`src/rtl/abd_pkg.sv`:
```
package abd_pkg;

  localparam int SampleW = 16;
  localparam int CoefW   = 15;

  typedef logic signed [SampleW-1:0] q15_t;
  typedef logic [CoefW-1:0]          coef_t;
  typedef logic [1:0]                reg_idx_t;

  // Schmitt trigger thresholds, handed from the top level to the trigger stage
  typedef struct packed {
    coef_t upper;
    coef_t lower;
  } thr_t;

  // register indexes
  localparam reg_idx_t RegLpCoef  = 2'd0;
  localparam reg_idx_t RegRelCoef = 2'd1;
  localparam reg_idx_t RegUpper   = 2'd2;
  localparam reg_idx_t RegLower   = 2'd3;

  // reset values, tuned for 48 kHz
  localparam coef_t LpCoefRst  = 15'd643;
  localparam coef_t RelCoefRst = 15'd32766;
  localparam coef_t UpperRst   = 15'd16384;
  localparam coef_t LowerRst   = 15'd11469;

  localparam coef_t CoefOne = 15'h7FFF;

  function automatic q15_t sat17(input logic signed [SampleW:0] v);
    q15_t res;
    if (v > 17'sd32767) begin
      res = 16'sh7FFF;
    end else if (v < -17'sd32768) begin
      res = 16'sh8000;
    end else begin
      res = v[SampleW-1:0];
    end
    return res;
  endfunction

  function automatic q15_t sat_add(input q15_t a, input q15_t b);
    logic signed [SampleW:0] s;
    s = {a[SampleW-1], a} + {b[SampleW-1], b};
    return sat17(s);
  endfunction

  function automatic q15_t sat_sub(input q15_t a, input q15_t b);
    logic signed [SampleW:0] s;
    s = {a[SampleW-1], a} - {b[SampleW-1], b};
    return sat17(s);
  endfunction

  // |a|, with the most negative code clipped to full scale
  function automatic q15_t abs_sat(input q15_t a);
    logic signed [SampleW:0] n;
    n = -{a[SampleW-1], a};
    return a[SampleW-1] ? sat17(n) : a;
  endfunction

endpackage

```
`src/rtl/abd_mul.sv`:
```
// Shared Q15 multiplier: registered product, read back as
// floor(product / 2^15) clipped to 16 bits.
module abd_mul (
  input  logic          clk,
  input  logic          en,
  input  abd_pkg::coef_t a_i,
  input  abd_pkg::q15_t  b_i,
  output abd_pkg::q15_t  q_o
);

  logic signed [31:0] prod_r;
  logic signed [31:0] prod_nxt;

  assign prod_nxt = $signed({1'b0, a_i}) * b_i;

  always_ff @(posedge clk) begin
    if (en) begin
      prod_r <= prod_nxt;
    end
  end

  // arithmetic shift by 15 is a bit-select of the upper 17 bits
  assign q_o = abd_pkg::sat17(prod_r[31:15]);

endmodule

```
`src/rtl/abd_trig.sv`:
```
// Schmitt trigger on the envelope plus rising-edge detect.
// The previous-trigger bit always equals the stored flag after a step,
// so one flop serves both.
module abd_trig (
  input  logic          clk,
  input  logic          rst_n,
  input  logic          upd_i,
  input  abd_pkg::q15_t env_i,
  input  abd_pkg::thr_t thr_i,
  output logic          pulse_o
);

  logic flag_r;
  logic flag_nxt;

  always_comb begin
    if (!flag_r) begin
      flag_nxt = env_i > $signed({1'b0, thr_i.upper});
    end else begin
      flag_nxt = !(env_i < $signed({1'b0, thr_i.lower}));
    end
  end

  assign pulse_o = flag_nxt & ~flag_r;

  always_ff @(posedge clk) begin
    if (!rst_n) begin
      flag_r <= 1'b0;
    end else if (upd_i) begin
      flag_r <= flag_nxt;
    end
  end

endmodule

```
`src/rtl/audio_beat_detector.sv`:
```
// channel | handshake             | payload
// in      | in_valid / in_ready   | in_sample (16b signed Q15)
// out     | out_valid / out_ready | out_beat_pulse (1b)
// cfg     | cfg_we                | cfg_index (2b), cfg_data (15b)
//
// A word is taken only in idle. It then steps through MUL1, ADD1, MUL2,
// ADD2 and ENV, on release also REL and SUM, then TRIG, where its result
// word is registered; the next word is taken only once the sequencer is back
// in idle. The single shared 15x16 multiplier serves both filter stages and,
// on release, the two release terms, one product per step.
// in_ready is high only while the sequencer is idle.
// A finished word waits in the output register; the next word may be
// accepted meanwhile and stalls only at its final step.
// Reset (rst_n low, synchronous) clears filter state, envelope and trigger
// and loads the 48 kHz default registers.
module audio_beat_detector (
  input  logic                 clk,
  input  logic                 rst_n,
  input  logic                 in_valid,
  output logic                 in_ready,
  input  abd_pkg::q15_t        in_sample,
  output logic                 out_valid,
  input  logic                 out_ready,
  output logic                 out_beat_pulse,
  input  logic                 cfg_we,
  input  abd_pkg::reg_idx_t    cfg_index,
  input  abd_pkg::coef_t       cfg_data
);

  // sequencer codes
  localparam logic [3:0] S_IDLE = 4'd0; // wait for a sample
  localparam logic [3:0] S_MUL1 = 4'd1; // k * (x - stage1)
  localparam logic [3:0] S_ADD1 = 4'd2; // stage1 += product
  localparam logic [3:0] S_MUL2 = 4'd3; // k * (stage1 - stage2)
  localparam logic [3:0] S_ADD2 = 4'd4; // stage2 += product
  localparam logic [3:0] S_ENV  = 4'd5; // attack, or env * rel
  localparam logic [3:0] S_REL  = 4'd6; // (1 - rel) * level
  localparam logic [3:0] S_SUM  = 4'd7; // env = sum of both terms
  localparam logic [3:0] S_TRIG = 4'd8; // Schmitt + edge, emit word

  logic [3:0] state_r, state_nxt;

  // configuration registers
  abd_pkg::coef_t lp_coef_r, rel_coef_r, upper_r, lower_r;

  // datapath state
  abd_pkg::q15_t x_r, x_nxt;
  abd_pkg::q15_t stage1_r, stage1_nxt;
  abd_pkg::q15_t stage2_r, stage2_nxt;
  abd_pkg::q15_t env_r, env_nxt;
  abd_pkg::q15_t acc_r, acc_nxt;    // first release term
  abd_pkg::q15_t level;             // |stage2|

  logic out_valid_r, out_valid_nxt;
  logic out_pulse_r, out_pulse_nxt;

  // shared multiplier
  logic           mul_en;
  abd_pkg::coef_t mul_a;
  abd_pkg::q15_t  mul_b;
  abd_pkg::q15_t  mul_q;

  logic           trig_upd;
  logic           trig_pulse;
  abd_pkg::thr_t  thr;

  assign thr.upper = upper_r;
  assign thr.lower = lower_r;
  assign level     = abd_pkg::abs_sat(stage2_r);

  abd_mul u_mul (
    .clk (clk),
    .en  (mul_en),
    .a_i (mul_a),
    .b_i (mul_b),
    .q_o (mul_q)
  );

  abd_trig u_trig (
    .clk     (clk),
    .rst_n   (rst_n),
    .upd_i   (trig_upd),
    .env_i   (env_r),
    .thr_i   (thr),
    .pulse_o (trig_pulse)
  );

  always_comb begin
    state_nxt     = state_r;
    x_nxt         = x_r;
    stage1_nxt    = stage1_r;
    stage2_nxt    = stage2_r;
    env_nxt       = env_r;
    acc_nxt       = acc_r;
    out_valid_nxt = out_valid_r & ~out_ready;
    out_pulse_nxt = out_pulse_r;
    mul_en        = 1'b0;
    mul_a         = '0;
    mul_b         = '0;
    trig_upd      = 1'b0;

    unique case (state_r)
      S_IDLE: begin
        if (in_valid) begin
          x_nxt     = in_sample;
          state_nxt = S_MUL1;
        end
      end
      S_MUL1: begin
        mul_en    = 1'b1;
        mul_a     = lp_coef_r;
        mul_b     = abd_pkg::sat_sub(x_r, stage1_r);
        state_nxt = S_ADD1;
      end
      S_ADD1: begin
        stage1_nxt = abd_pkg::sat_add(stage1_r, mul_q);
        state_nxt  = S_MUL2;
      end
      S_MUL2: begin
        mul_en    = 1'b1;
        mul_a     = lp_coef_r;
        mul_b     = abd_pkg::sat_sub(stage1_r, stage2_r);
        state_nxt = S_ADD2;
      end
      S_ADD2: begin
        stage2_nxt = abd_pkg::sat_add(stage2_r, mul_q);
        state_nxt  = S_ENV;
      end
      S_ENV: begin
        if (level > env_r) begin
          // instant attack
          env_nxt   = level;
          state_nxt = S_TRIG;
        end else begin
          mul_en    = 1'b1;
          mul_a     = rel_coef_r;
          mul_b     = env_r;
          state_nxt = S_REL;
        end
      end
      S_REL: begin
        acc_nxt   = mul_q;
        mul_en    = 1'b1;
        mul_a     = abd_pkg::CoefOne - rel_coef_r;
        mul_b     = level;
        state_nxt = S_SUM;
      end
      S_SUM: begin
        env_nxt   = abd_pkg::sat_add(acc_r, mul_q);
        state_nxt = S_TRIG;
      end
      S_TRIG: begin
        // hold here while the previous word is still unread
        if (!out_valid_r || out_ready) begin
          trig_upd      = 1'b1;
          out_valid_nxt = 1'b1;
          out_pulse_nxt = trig_pulse;
          state_nxt     = S_IDLE;
        end
      end
      default: begin
        state_nxt = S_IDLE;
      end
    endcase
  end

  always_ff @(posedge clk) begin
    if (!rst_n) begin
      state_r     <= S_IDLE;
      stage1_r    <= '0;
      stage2_r    <= '0;
      env_r       <= '0;
      out_valid_r <= 1'b0;
    end else begin
      state_r     <= state_nxt;
      stage1_r    <= stage1_nxt;
      stage2_r    <= stage2_nxt;
      env_r       <= env_nxt;
      out_valid_r <= out_valid_nxt;
    end
  end

  // payload, no reset needed
  always_ff @(posedge clk) begin
    x_r         <= x_nxt;
    acc_r       <= acc_nxt;
    out_pulse_r <= out_pulse_nxt;
  end

  // configuration write port
  always_ff @(posedge clk) begin
    if (!rst_n) begin
      lp_coef_r  <= abd_pkg::LpCoefRst;
      rel_coef_r <= abd_pkg::RelCoefRst;
      upper_r    <= abd_pkg::UpperRst;
      lower_r    <= abd_pkg::LowerRst;
    end else if (cfg_we) begin
      unique case (cfg_index)
        abd_pkg::RegLpCoef:  lp_coef_r  <= cfg_data;
        abd_pkg::RegRelCoef: rel_coef_r <= cfg_data;
        abd_pkg::RegUpper:   upper_r    <= cfg_data;
        abd_pkg::RegLower:   lower_r    <= cfg_data;
        default: begin
        end
      endcase
    end
  end

  assign in_ready       = (state_r == S_IDLE);
  assign out_valid      = out_valid_r;
  assign out_beat_pulse = out_pulse_r;

endmodule

```
`config.mk`:
```
export PLATFORM = sky130hd
export DESIGN_NAME = audio_beat_detector
export DESIGN_NICKNAME = d
export VERILOG_FILES = /design/src/rtl/abd_pkg.sv /design/src/rtl/abd_mul.sv /design/src/rtl/abd_trig.sv /design/src/rtl/audio_beat_detector.sv
export SDC_FILE = /design/constraint.sdc
export NUM_CORES = 1
export LEC_CHECK = 0
export BUFFER_PORTS_ARGS = -buffer_cell sky130_fd_sc_hd__buf_2
export CORE_UTILIZATION = 40
export DETAILED_ROUTE_END_ITERATION = 6
export SLEW_MARGIN = 5
export SYNTH_ARGS = -nofsm -noshare
export SYNTH_HDL_FRONTEND = slang
export SYNTH_SLANG_ARGS = --single-unit
```
`constraint.sdc`:
```
create_clock -name clk -period 13.2 [get_ports clk]
set_input_delay 1.98 -clock clk [delete_from_list [all_inputs] [get_ports clk]]
set_output_delay 1.98 -clock clk [all_outputs]
set_load 0.05 [all_outputs]
```
After elaboration in Yosys (flattened, before gate mapping). Index checks and enable logic that the tools add are counted.

Mux-type cells: 32. Add/subtract/negate cells: 7. Equal/unequal tests: 14. Bitwise operators: 4. $mul: 1. Magnitude comparators: 17. Reduce and logical (&&, ||, !) cells: 16.

Operator list (number): 16-bit two-way mux (17); 17-bit by 16-bit greater-than comparator with 1-bit output (second input constant) (7); 17-bit by 16-bit less-than comparator with 1-bit output (second input constant) (7); 16-bit case mux with 4 select lines (1); 16-bit by 16-bit adder with 17-bit output (3); 15-bit case mux with 3 select lines (1); 4-bit case mux with 9 select lines (1); 16-bit by 16-bit subtractor with 17-bit output (2); 16-bit greater-than comparator (2); 16-bit by 16-bit multiplier with 32-bit output (1); 16-bit case mux with 2 select lines (1); 17-bit negator (1); 4-bit by 3-bit equality test with 1-bit output (second input constant) (4); 16-bit less-than comparator (1); 2-bit AND reduction (8); 15-bit two-way mux (1); 15-bit subtractor (first input constant) (1); 4-bit two-way mux (3); 4-bit by 2-bit equality test with 1-bit output (second input constant) (2); 1-bit two-way mux (6); 2-bit != test (second input constant) (3); 2-bit equality test (second input constant) (2); 4-bit by 1-bit equality test with 1-bit output (second input constant) (1); 4-bit equality test (second input constant) (1); 11 further kinds (14).

Register bits: 179. Word-level logic and storage cells: 105.

Depth between registers and ports, before layout. Gate-level depths: netlist (run 1).

Word-level depth: 9. Mapped depth: 49.

Hierarchy. A second synthesis (run 1) with hierarchy kept.

Cell total of the unflattened synthesis: 2462. Area total of the unflattened synthesis: 20499.7 um2.

Modules (own cells, without submodules): audio_beat_detector (area each 10725.3 um2, instances 1, cells an instance 1329, sequential area each 3253.1 um2); abd_mul (area each 8981.1 um2, instances 1, cells an instance 1028, sequential area each 510.5 um2); abd_trig (area each 793.3 um2, instances 1, cells an instance 105, sequential area each 20.0 um2).

Worst setup path before layout (run 1). Ideal clock, no wire load.

Path kind: flip-flop to flip-flop. Start: register stage2_r[1]. End: register u_mul.prod_r[31] (data pin). Stages on the path, launching flop included: 47. Required time: 12935 ps. Arrival time: 10339 ps. Setup time: 265 ps. Buffers on the path: 6. Path slack: 2596 ps. Clock period less this slack: 10604 ps. Cell sequence: dfxtp_1 -> inv_1 -> ha_1 -> or3b_2 -> nor2_1 -> a32o_1 -> a22o_1 -> a31oi_1 -> buf_2 -> a31oi_1 -> a21oi_1 -> inv_1 -> ha_1 -> nand4_1 -> a211oi_1 -> nor2_1 -> a2111o_1 -> nand3_1 -> [11 not listed] -> fa_1 -> fa_1 -> inv_1 -> fa_1 -> inv_1 -> ha_1 -> clkbuf_1 -> a21oi_1 -> o21bai_1 -> a21o_1 -> a21o_1 -> a21oi_1 -> o21ai_0 -> a21o_1 -> nand2_1 -> a211o_1 -> o211a_1 -> or3_1.

Longest elaborated chain between the ends: 9. Elaborated cells between the ends (all ways): 17.

RTL lines: start, declared (RTL line audio_beat_detector.sv:49) `abd_pkg::q15_t stage2_r, stage2_nxt;`; start signal, assigned (RTL line audio_beat_detector.sv:177) `stage2_r <= stage2_nxt;`; 17-bit negator (RTL line abd_pkg.sv:57) `n = -{a[SampleW-1], a};`; 17-bit by 16-bit less-than comparator with 1-bit output (RTL line abd_pkg.sv:34) `end else if (v < -17'sd32768) begin`; 16-bit two-way mux (RTL line abd_pkg.sv:34); 16-bit two-way mux (RTL line abd_pkg.sv:32) `if (v > 17'sd32767) begin`; 16-bit two-way mux (RTL line abd_pkg.sv:58) `return a[SampleW-1] ? sat17(n) : a;`; 16-bit greater-than comparator (RTL line audio_beat_detector.sv:130) `if (level > env_r) begin`; 16-bit two-way mux / 15-bit two-way mux (equally long branches) (RTL line audio_beat_detector.sv:130); 16-bit case mux with 4 select lines / 15-bit case mux with 3 select lines (equally long branches) (RTL line audio_beat_detector.sv:102) `unique case (state_r)`; 16-bit by 16-bit multiplier with 32-bit output (*) (RTL line abd_mul.sv:14) `assign prod_nxt = $signed({1'b0, a_i}) * b_i;`; net u_mul.prod_nxt[31] (RTL line abd_mul.sv:12) `logic signed [31:0] prod_nxt;`; end signal, assigned (RTL line abd_mul.sv:18) `prod_r <= prod_nxt;`; end, declared (RTL line abd_mul.sv:11) `logic signed [31:0] prod_r;`.

The timed path passes the listed nets; every way through them passes the cells marked *. A chain may end at the register's enable or synchronous reset.

Final worst setup path (run 1).
Start: register stage2_r[1]. End: register u_mul.prod_r[29] (data pin).

The elaborated chain is that of the path after synthesis.

==> results of run 1 <==
-- per-layer routing --
metal  track usage  routed length (um)  up-vias  part of all wire
met5             0                   0        -                 0
met1         0.347               29000     8893              0.44
li1              -                   -     8571                 -
met4         0.101                2440        0             0.037
met3        0.0482                4640      128             0.071
met2         0.401               29300      687              0.45
-- path summary, 6_finish.rpt --
kind	start	endpoint	slack, ps	depth (start not counted)
min reg2reg	upper_r[2]$_SDFFE_PN0P_	upper_r[2]$_SDFFE_PN0P_	460	2
max reg2reg	stage2_r[1]$_SDFFE_PN0P_	u_mul.prod_r[29]$_DFFE_PP_	920	39
min	upper_r[2]$_SDFFE_PN0P_	upper_r[2]$_SDFFE_PN0P_	460	2
max	stage2_r[1]$_SDFFE_PN0P_	u_mul.prod_r[29]$_DFFE_PP_	920	39
-- critical path, delay by kind of cell, from the launching register on --
kind	cells	cell delay (ps)
AO/OA/AOI/OAI	13	4150
XOR/XNOR	1	180
adder cells (fa/ha/maj)	9	4270
buffers and inverters	7	1140
flip-flops	1	440
AND/OR/NAND/NOR	9	1800
-- kinds of logic (layout without fill, tap and decap cells) --
group                      Yosys count  count (layout)
xor gates and xnor gates            78              78
other                                1               1
adders and majority gates          442             442
buffers and inverters              439             458
DFF                                164             164
AOI/OAI and AO/OA                  570             570
muxes                                4               4
and+or+nand+nor                    820             820
-- cell usage in the layout, fill, tap and decap left out, types with 18 or more instances in the layout --
cell      count
dfxtp_1     114
a221oi_1     30
fa_1        184
nand2_1     295
nand3_1      60
o21ai_0     110
buf_4        40
inv_1       342
nand2b_1     44
xor2_1       30
nor2b_1      20
nor2_1      247
a31oi_1      18
xnor2_1      47
a21oi_1     169
ha_1        243
nor3_1       27
edfxtp_1     50
o211ai_1     22
and2_1       28
a21o_1       49
o21a_1       18
nand4_1      20
or2_2        22
buf_2        40
-- synth_stat cells (44+ instances only) --
cell | count | share of area
a21o_1 | 49 | 0.018
a21oi_1 | 169 | 0.041
clkbuf_1 | 73 | 0.013
dfxtp_1 | 114 | 0.11
edfxtp_1 | 50 | 0.073
fa_1 | 184 | 0.18
ha_1 | 243 | 0.15
inv_1 | 342 | 0.062
nand2_1 | 295 | 0.054
nand2b_1 | 44 | 0.013
nand3_1 | 61 | 0.015
nor2_1 | 247 | 0.045
o21ai_0 | 110 | 0.027
xnor2_1 | 47 | 0.020
-- power groups by stage --
| stage | logic, mW | registers, mW | clock network [mW] |
|---|---|---|---|
| after CTS | 1.20 | 0.596 | 0.504 |
| after global placement | 1.17 | 0.607 | 0 |
| after detailed placement | 1.19 | 0.607 | 0 |
| after floorplan | 0.840 | 0.586 | 0 |
| final | 1.21 | 0.597 | 0.492 |
| after global routing | 1.33 | 0.600 | 0.524 |
-- sequential cells by signal, summed over array words and instances, names as in the netlist --
signal          cells
lp_coef_r          15
stage2_r           16
x_r                16
out_valid           1
out_beat_pulse      1
stage1_r           16
u_mul.prod_r       17
u_trig.flag_r       1
acc_r              16
state_r             4
env_r              16
upper_r            15
lower_r            15
rel_coef_r         15
-- stage by stage --
stage	setup WS (ps)	utilization	hold WS [ps]	area (um^2)
after CTS	1050	0.439	459	22200
after global placement	1410	0.428	444	21700
after detailed placement	1130	0.428	448	21700
final	917	0.439	457	22200
after global routing	133	0.439	476	22200
after floorplan	2600	-	436	20700
-- final cells by class --
type / instances / area, um^2
inverter: 346 / 1300
multi-input combinational: 1915 / 15200
sequential: 164 / 3780
clock buffer: 20 / 457
timing repair buffer: 80 / 500
fill: 4955 / 28400
tap: 672 / 841
clock inverter: 12 / 91.3
==> flow_summary_export.csv, run 1 <==
group,metric,value,unit
logic_synthesis,synth_area,0.0207,mm^2
sta,rsz0062_at_grt,"false",
logic_synthesis,synth-compound-area-share,0.186,
detailed_routing,antenna_left,0,
worst_setup_path,critPathLaunchType,"flip-flop",
final_layout,layout-drive-gt1-share,0.0666,
logic_synthesis,avgSynthCellArea,8.21,um^2
sta,slew_viol_final,0,
worst_setup_path,crit_slowest_cell,"a31oi_1",
worst_setup_path,crit_arrival,12510,ps
logic_synthesis,syn_inst,2518,
detailed_routing,vias,18279,
sta,min_period,12280,ps
sta,fin_setup_tns,0,ps
power,power,2.30,mW
sta,skew,22.9,ps
cts,path_clk_slew,80,ps
job,cap_violations,0,
logic_synthesis,synth_seq_cells,164,
global_route,grt_start_max_net_pins,63,
cts,root_buffer,"clkbuf_16",
power,p_sw,1.05,mW
sta,tightest_slew,1340,ps
floorplan,start_util,0.409,
floorplan,top_level_ports,41,
power,intPower,1.24,mW
worst_setup_path,worst_path_largest_cell_delay,820,ps
cts,cts_hold_repair.buffers,0,
logic_synthesis,synthFlopType,"dfxtp_1",
worst_setup_path,critPathCaptureType,"flip-flop",
detailed_routing,wl,65.4,mm
cts,clock_sinks,164,
placed_design,place.gp.congestion,0.955,
global_route,antenna_found_initial,0,
logic_synthesis,synthArstFlopShare,0,
logic_synthesis,synth.distinct_cells,93,
outcome,status,"finished clean",
logic_synthesis,seq_area_frac_synth,0.183,
worst_setup_path,worstSetupPathType,"flip-flop to flip-flop",
final_layout,n_antenna_cell,0,
power,ir_drop,118,uV
logic_synthesis,synthMuxAreaShare,0.00200,
worst_setup_path,crit_top_cell,"fa_1",
cts,clock_path_buffers,2,
power,netSwitchingFraction,0.459,
logic_synthesis,synth_top_family_by_area,"adder cells",
final_layout,fin_cells,3209,
logic_synthesis,ys_warn_count,0,
sta,min_period_over_period,0.931,
logic_synthesis,synth_edf_count,50,
logic_synthesis,yosys.area_share.xor_xnor,0.0334,
floorplan,die-area,0.0526,mm^2
sta,finalSetupViolCount,0,
detailed_routing,drt_iter0_markers,1520,
cts,numCtsBuffers,17,
sta,relSlewSlack,0.0948,
logic_synthesis,synth_nets,2983,
power,combPwrFrac,0.526,
final_layout,nNetsFinal,2989,
cts,h-tree-depth,4,
power,pwr-share-clk,0.214,
detailed_routing,drc,0,
cts,cts_tree,"yes",
global_route,grt.overflow.total,0,
placed_design,dpl.hpwl,52.8,mm
detailed_routing,via_per_inst,5.70,
global_route,grt_pass1_vias,18022,
sta,fmax,81.4,MHz
power,power.density,103,mW/mm^2
global_route,grt_use_total,0.256,
power,p_seq_frac,0.260,
floorplan,rows,82,
power,p_leak,10.3,nW
cts,post-cts-setup-buffers,0,
detailed_routing,dr.pass1.iters,5,
cts,insertion_delay,510,ps
floorplan,die_h,229,um
placed_design,dp_cells,3177,
logic_synthesis,synth_adder_area_share,0.332,
worst_setup_path,worstPathRequired,13430,ps
hold_path,hp-class,"flip-flop to flip-flop",
detailed_routing,wl_per_cell,20.4,um
sta,hold_violations,0,
floorplan,die_w,229,um
placed_design,port-buffer-count,40,
global_route,grt_pass1_wl,104,mm
worst_setup_path,path_max_fanout,46,
floorplan,core_area,0.0506,mm^2
cts,cts_resized,0,
logic_synthesis,yosys.area_share.simple,0.182,
final_layout,area.growth.synth_to_final,7.40,%
No activity file was read; power rests on OpenSTA's default activity.
==> inputs of run 2 (changes only) <==
CELL_PAD_IN_SITES_DETAIL_PLACEMENT = 1   (was not set)
CELL_PAD_IN_SITES_GLOBAL_PLACEMENT = 1   (was not set)
PLACE_DENSITY_LB_ADDON = 0.1   (was not set)
==> run 2 against run 1 <==
  * Non-clock buffer count rose by 12
  * Final area rose by 0.37%
  * Global-route usage rose by 2.8 points
  * Clock power fell by 0.8%
  * Fmax rose by 2.8%
  * Critical path type unchanged
==> flow_summary_export.csv, run 2 (same netlist as run 1, synthesis figures left out) <==
group,metric,value,unit
sta,rsz0062_at_grt,"false",
floorplan,die_w,229,um
worst_setup_path,path_max_fanout,15,
cts,root_buffer,"clkbuf_16",
sta,fmax,83.7,MHz
worst_setup_path,worstPathRequired,13450,ps
placed_design,port-buffer-count,40,
power,ir_drop,129,uV
global_route,grt_start_max_net_pins,48,
power,p_leak,10.3,nW
final_layout,layout_common_cells,"342 x inv_1, 295 x nand2_1, 247 x nor2_1",
power,power.density,105,mW/mm^2
global_route,grt_pass1_vias,19378,
final_layout,area.growth.synth_to_final,7.79,%
floorplan,top_level_ports,41,
cts,cts_hold_repair.buffers,0,
final_layout,final_cell_area,0.0223,mm^2
floorplan,die_h,229,um
detailed_routing,wl_met2,33.4,mm
power,power,2.34,mW
sta,slew_viol_final,0,
sta,min_period_over_period,0.905,
placed_design,dpl.hpwl,59.1,mm
detailed_routing,top_layer_used,"met4",
final_layout,fillers,6114,
global_route,grt.overflow.total,0,
job,cap_violations,0,
worst_setup_path,worst_path_largest_cell_delay,810,ps
detailed_routing,met1Wirelength,34.3,mm
outcome,status,"finished clean",
worst_setup_path,crit_arrival,12200,ps
floorplan,start_util,0.409,
final_layout,nNetsFinal,3001,
cts,insertion_delay,500,ps
final_layout,layout-drive-gt1-share,0.0702,
detailed_routing,drc,0,
global_route,antenna_found_initial,0,
detailed_routing,via_per_inst,5.68,
detailed_routing,wl,72.0,mm
floorplan,core_area,0.0506,mm^2
placed_design,place.gp.congestion,0.906,
floorplan,rows,82,
sta,min_period,11950,ps
cts,clock_sinks,164,
cts,numCtsBuffers,17,
floorplan,die-area,0.0526,mm^2
sta,finalWorstSetupSlack,1250,ps
cts,h-tree-depth,4,
cts,clock_path_buffers,2,
sta,hold_violations,0,
final_layout,regMostFlops,"u_mul.prod_r",
final_layout,largest_reg_flops,17,
hold_path,hp-class,"flip-flop to flip-flop",
detailed_routing,dr.pass1.iters,4,
global_route,grt_pass1_wl,115,mm
detailed_routing,antenna_left,0,
placed_design,post-place-ws,1470,ps
global_route,grt_use_total,0.284,
cts,cts_resized,0,
detailed_routing,wl_per_cell,22.3,um
cts,cts_tree,"yes",
worst_setup_path,critPathCaptureType,"flip-flop",
cts,path_clk_slew,80,ps
sta,skew,20.4,ps
sta,relSlewSlack,0.191,
detailed_routing,drt_iter0_markers,1069,
worst_setup_path,critPathLaunchType,"flip-flop",
sta,fin_setup_tns,0,ps
cts,post-cts-setup-buffers,0,
detailed_routing,vias,18317,
worst_setup_path,crit_slowest_cell,"and3_1",
placed_design,place_area,0.0218,mm^2
final_layout,layout_commonest_cell,"inv_1",
sta,finalSetupViolCount,0,
final_layout,fin_util,0.441,
detailed_routing,wl_met3,3.01,mm
sta,tightest_slew,1210,ps
worst_setup_path,worstSetupPathType,"flip-flop to flip-flop",
==> run 2: cell count changes in the layout (fill, tap and decap cells not counted), sizes merged <==
cell | previous run | this run
diode | 0 | 1
clkbuf | 20 | 21
buf | 80 | 92
clkinv | 4 | 7
inv | 352 | 348
==> run 2: routing by layer <==
| metal | global-route usage | up-vias |
|---|---|---|
| met3 | 0.0372 | 65 |
| met5 | 0 | - |
| met4 | 0.0713 | 0 |
| met2 | 0.459 | 358 |
| li1 | - | 8586 |
| met1 | 0.399 | 9308 |
==> run 2: where the power goes <==
part	internal (mW)	total [mW]	switching (mW)
registers	0.560	0.600	0.0395
logic	0.442	1.25	0.807
clock network	0.251	0.488	0.237
==> run 2: through the flow <==
stage	hold slack, ps	instances
6_report	459	3222
5_1_grt	477	3221
4_1_cts	461	3221
3_5_place_dp	451	3189
3_3_place_gp	442	3189
2_1_floorplan	436	2518
==> run 2: layout make-up <==
cell class	count	area [um^2]	share of cell area
diodes	1	2.50	0.000112
clock buffers	21	462	0.0207
clock inverters	11	75.1	0.00337
inverters	346	1300	0.0583
multi-input cells	1915	15200	0.684
flip-flops and latches	164	3780	0.170
well taps	672	841	0.0377
repair buffers	92	591	0.0265
==> run 2: final timing paths <==
path                                                from                    endpoint  slack, ps  cells after the start
worst min-delay path             lower_r[5]$_SDFFE_PN0P_     lower_r[5]$_SDFFE_PN0P_        460                      2
worst max register to register  stage2_r[1]$_SDFFE_PN0P_  u_mul.prod_r[31]$_DFFE_PP_       1250                     43
worst min register to register   lower_r[5]$_SDFFE_PN0P_     lower_r[5]$_SDFFE_PN0P_        460                      2
worst max-delay path            stage2_r[1]$_SDFFE_PN0P_  u_mul.prod_r[31]$_DFFE_PP_       1250                     43
==> run 2: critical path, delay by kind of cell (launching register included) <==
family          cells  cell delay, ps
compound gates     16            3530
fa+ha+maj           9            4200
buf+inv             7             710
flops               1             440
simple gates       11            2780
==> inputs of run 3 (changes only) <==
BUFFER_PORTS_ARGS = not set   (was -buffer_cell sky130_fd_sc_hd__buf_2)
DONT_BUFFER_PORTS = 1   (was not set)
==> run 3 against run 2 <==
  * Combinational power hardly changed
  * Utilization is 0.31 points lower
  * Global-route usage is 0.43 points lower
  * Sequential share of layout area is 0.12 points higher
  * Largest cell class unchanged
  * Critical path type unchanged
  * Die area stayed put
  * Via count is 0.14% lower
==> flow_summary_export.csv, run 3 (same netlist as run 1, synthesis figures left out) <==
group,metric,value,unit
cts,numCtsBuffers,17,
worst_setup_path,crit_top_cell,"fa_1",
global_route,grt_use_total,0.280,
sta,finalSetupViolCount,0,
detailed_routing,via_per_inst,5.75,
cts,cts_resized,0,
detailed_routing,dr.pass1.iters,6,
global_route,grt.overflow.total,0,
job,cap_violations,0,
power,p_leak,10.2,nW
sta,fin_setup_tns,0,ps
placed_design,place_area,0.0216,mm^2
cts,insertion_delay,500,ps
global_route,grt_pass1_vias,18933,
final_layout,final_cell_area,0.0221,mm^2
detailed_routing,antenna_left,0,
worst_setup_path,crit_slowest_cell,"fa_1",
detailed_routing,drt_iter0_markers,1109,
sta,fmax,81.5,MHz
cts,post-cts-setup-buffers,0,
final_layout,fillers,6084,
cts,clock_path_buffers,2,
final_layout,seq_area,0.00378,mm^2
detailed_routing,wl,71.5,mm
final_layout,regMostFlops,"u_mul.prod_r",
outcome,status,"finished clean",
cts,path_clk_slew,70,ps
worst_setup_path,path_max_fanout,33,
final_layout,layout-drive-gt1-share,0.0570,
worst_setup_path,worst_path_largest_cell_delay,580,ps
final_layout,multi_input_area,0.0153,mm^2
cts,cts_tree,"yes",
placed_design,port-buffer-count,0,
final_layout,largest_reg_flops,17,
global_route,antenna_found_initial,5,
cts,clock_sinks,164,
placed_design,dpl.hpwl,58.4,mm
detailed_routing,vias,18292,
hold_path,hp-class,"flip-flop to flip-flop",
worst_setup_path,crit_arrival,12510,ps
sta,slew_viol_final,0,
floorplan,start_util,0.409,
power,ir_drop,126,uV
final_layout,layout_commonest_cell,"inv_1",
floorplan,core_area,0.0506,mm^2
worst_setup_path,critPathLaunchType,"flip-flop",
floorplan,top_level_ports,41,
sta,rsz0062_at_grt,"false",
worst_setup_path,worstPathRequired,13440,ps
final_layout,nNetsFinal,2960,
sta,min_period,12270,ps
cts,cts_hold_repair.buffers,0,
cts,h-tree-depth,4,
floorplan,rows,82,
cts,root_buffer,"clkbuf_16",
worst_setup_path,worstSetupPathType,"flip-flop to flip-flop",
sta,tightest_slew,1140,ps
placed_design,place.gp.congestion,0.950,
final_layout,layout_common_cells,"342 x inv_1, 295 x nand2_1, 247 x nor2_1",
power,power.density,106,mW/mm^2
global_route,grt_pass1_wl,113,mm
detailed_routing,drc,0,
floorplan,die_h,229,um
floorplan,die-area,0.0526,mm^2
global_route,grt_start_max_net_pins,63,
detailed_routing,wl_per_cell,22.5,um
worst_setup_path,critPathCaptureType,"flip-flop",
sta,min_period_over_period,0.930,
sta,hold_violations,0,
sta,finalWorstSetupSlack,927,ps
placed_design,post-place-ws,807,ps
sta,relSlewSlack,0.240,
floorplan,die_w,229,um
final_layout,area.growth.synth_to_final,7.04,%
sta,skew,12.8,ps
## run 3: per-stage QoR
| step | hold WS (ps) | instances | total power, mW | utilization |
|---|---|---|---|---|
| after floorplan | 436 | 2518 | 1.43 | - |
| after global placement | 443 | 3148 | 1.80 | 0.426 |
| after detailed placement | 449 | 3148 | 1.82 | 0.426 |
| after CTS | 459 | 3180 | 2.35 | 0.437 |
| after global routing | 475 | 3180 | 2.50 | 0.438 |
| final | 460 | 3181 | 2.34 | 0.438 |
## run 3: path summary, 6_finish.rpt
kind / start / depth (start not counted) / slack [ps] / to
setup / recovery: stage2_r[0]$_SDFFE_PN0P_ / 43 / 930 / u_mul.prod_r[31]$_DFFE_PP_
setup reg to reg: stage2_r[0]$_SDFFE_PN0P_ / 43 / 930 / u_mul.prod_r[31]$_DFFE_PP_
hold reg to reg: lower_r[1]$_SDFFE_PN0P_ / 2 / 460 / lower_r[1]$_SDFFE_PN0P_
hold / removal: lower_r[1]$_SDFFE_PN0P_ / 2 / 460 / lower_r[1]$_SDFFE_PN0P_
## run 3: layer usage
layer / share of wire / vias to the layer above / wire length [um] / track usage
li1: - / 8507 / - / -
met1: 0.47 / 9288 / 33600 / 0.395
met2: 0.46 / 424 / 32600 / 0.443
met3: 0.052 / 71 / 3690 / 0.0405
met4: 0.022 / 2 / 1580 / 0.0769
met5: 0.00024 / - / 17 / 0
## run 3: area by class of cell
class                      count  area share
timing repair buffer          51      0.0173
antenna                        1    0.000113
sequential                   164       0.171
multi-input combinational   1915       0.689
clock buffer                  18      0.0203
clock inverter                14     0.00565
tap                          672      0.0380
inverter                     346      0.0587
## run 3: worst max-delay path: cells and delay by family (launching register included)
family | cells | cell delay (ps)
flops | 1 | 560
compound gates | 15 | 3420
simple gates | 12 | 2730
buf+inv | 7 | 1160
fa+ha+maj | 9 | 4090
## run 3: where the power goes
part / internal [mW] / switching, mW / total [mW]
combinational: 0.437 / 0.793 / 1.23
clock: 0.265 / 0.250 / 0.515
sequential: 0.560 / 0.0395 / 0.600
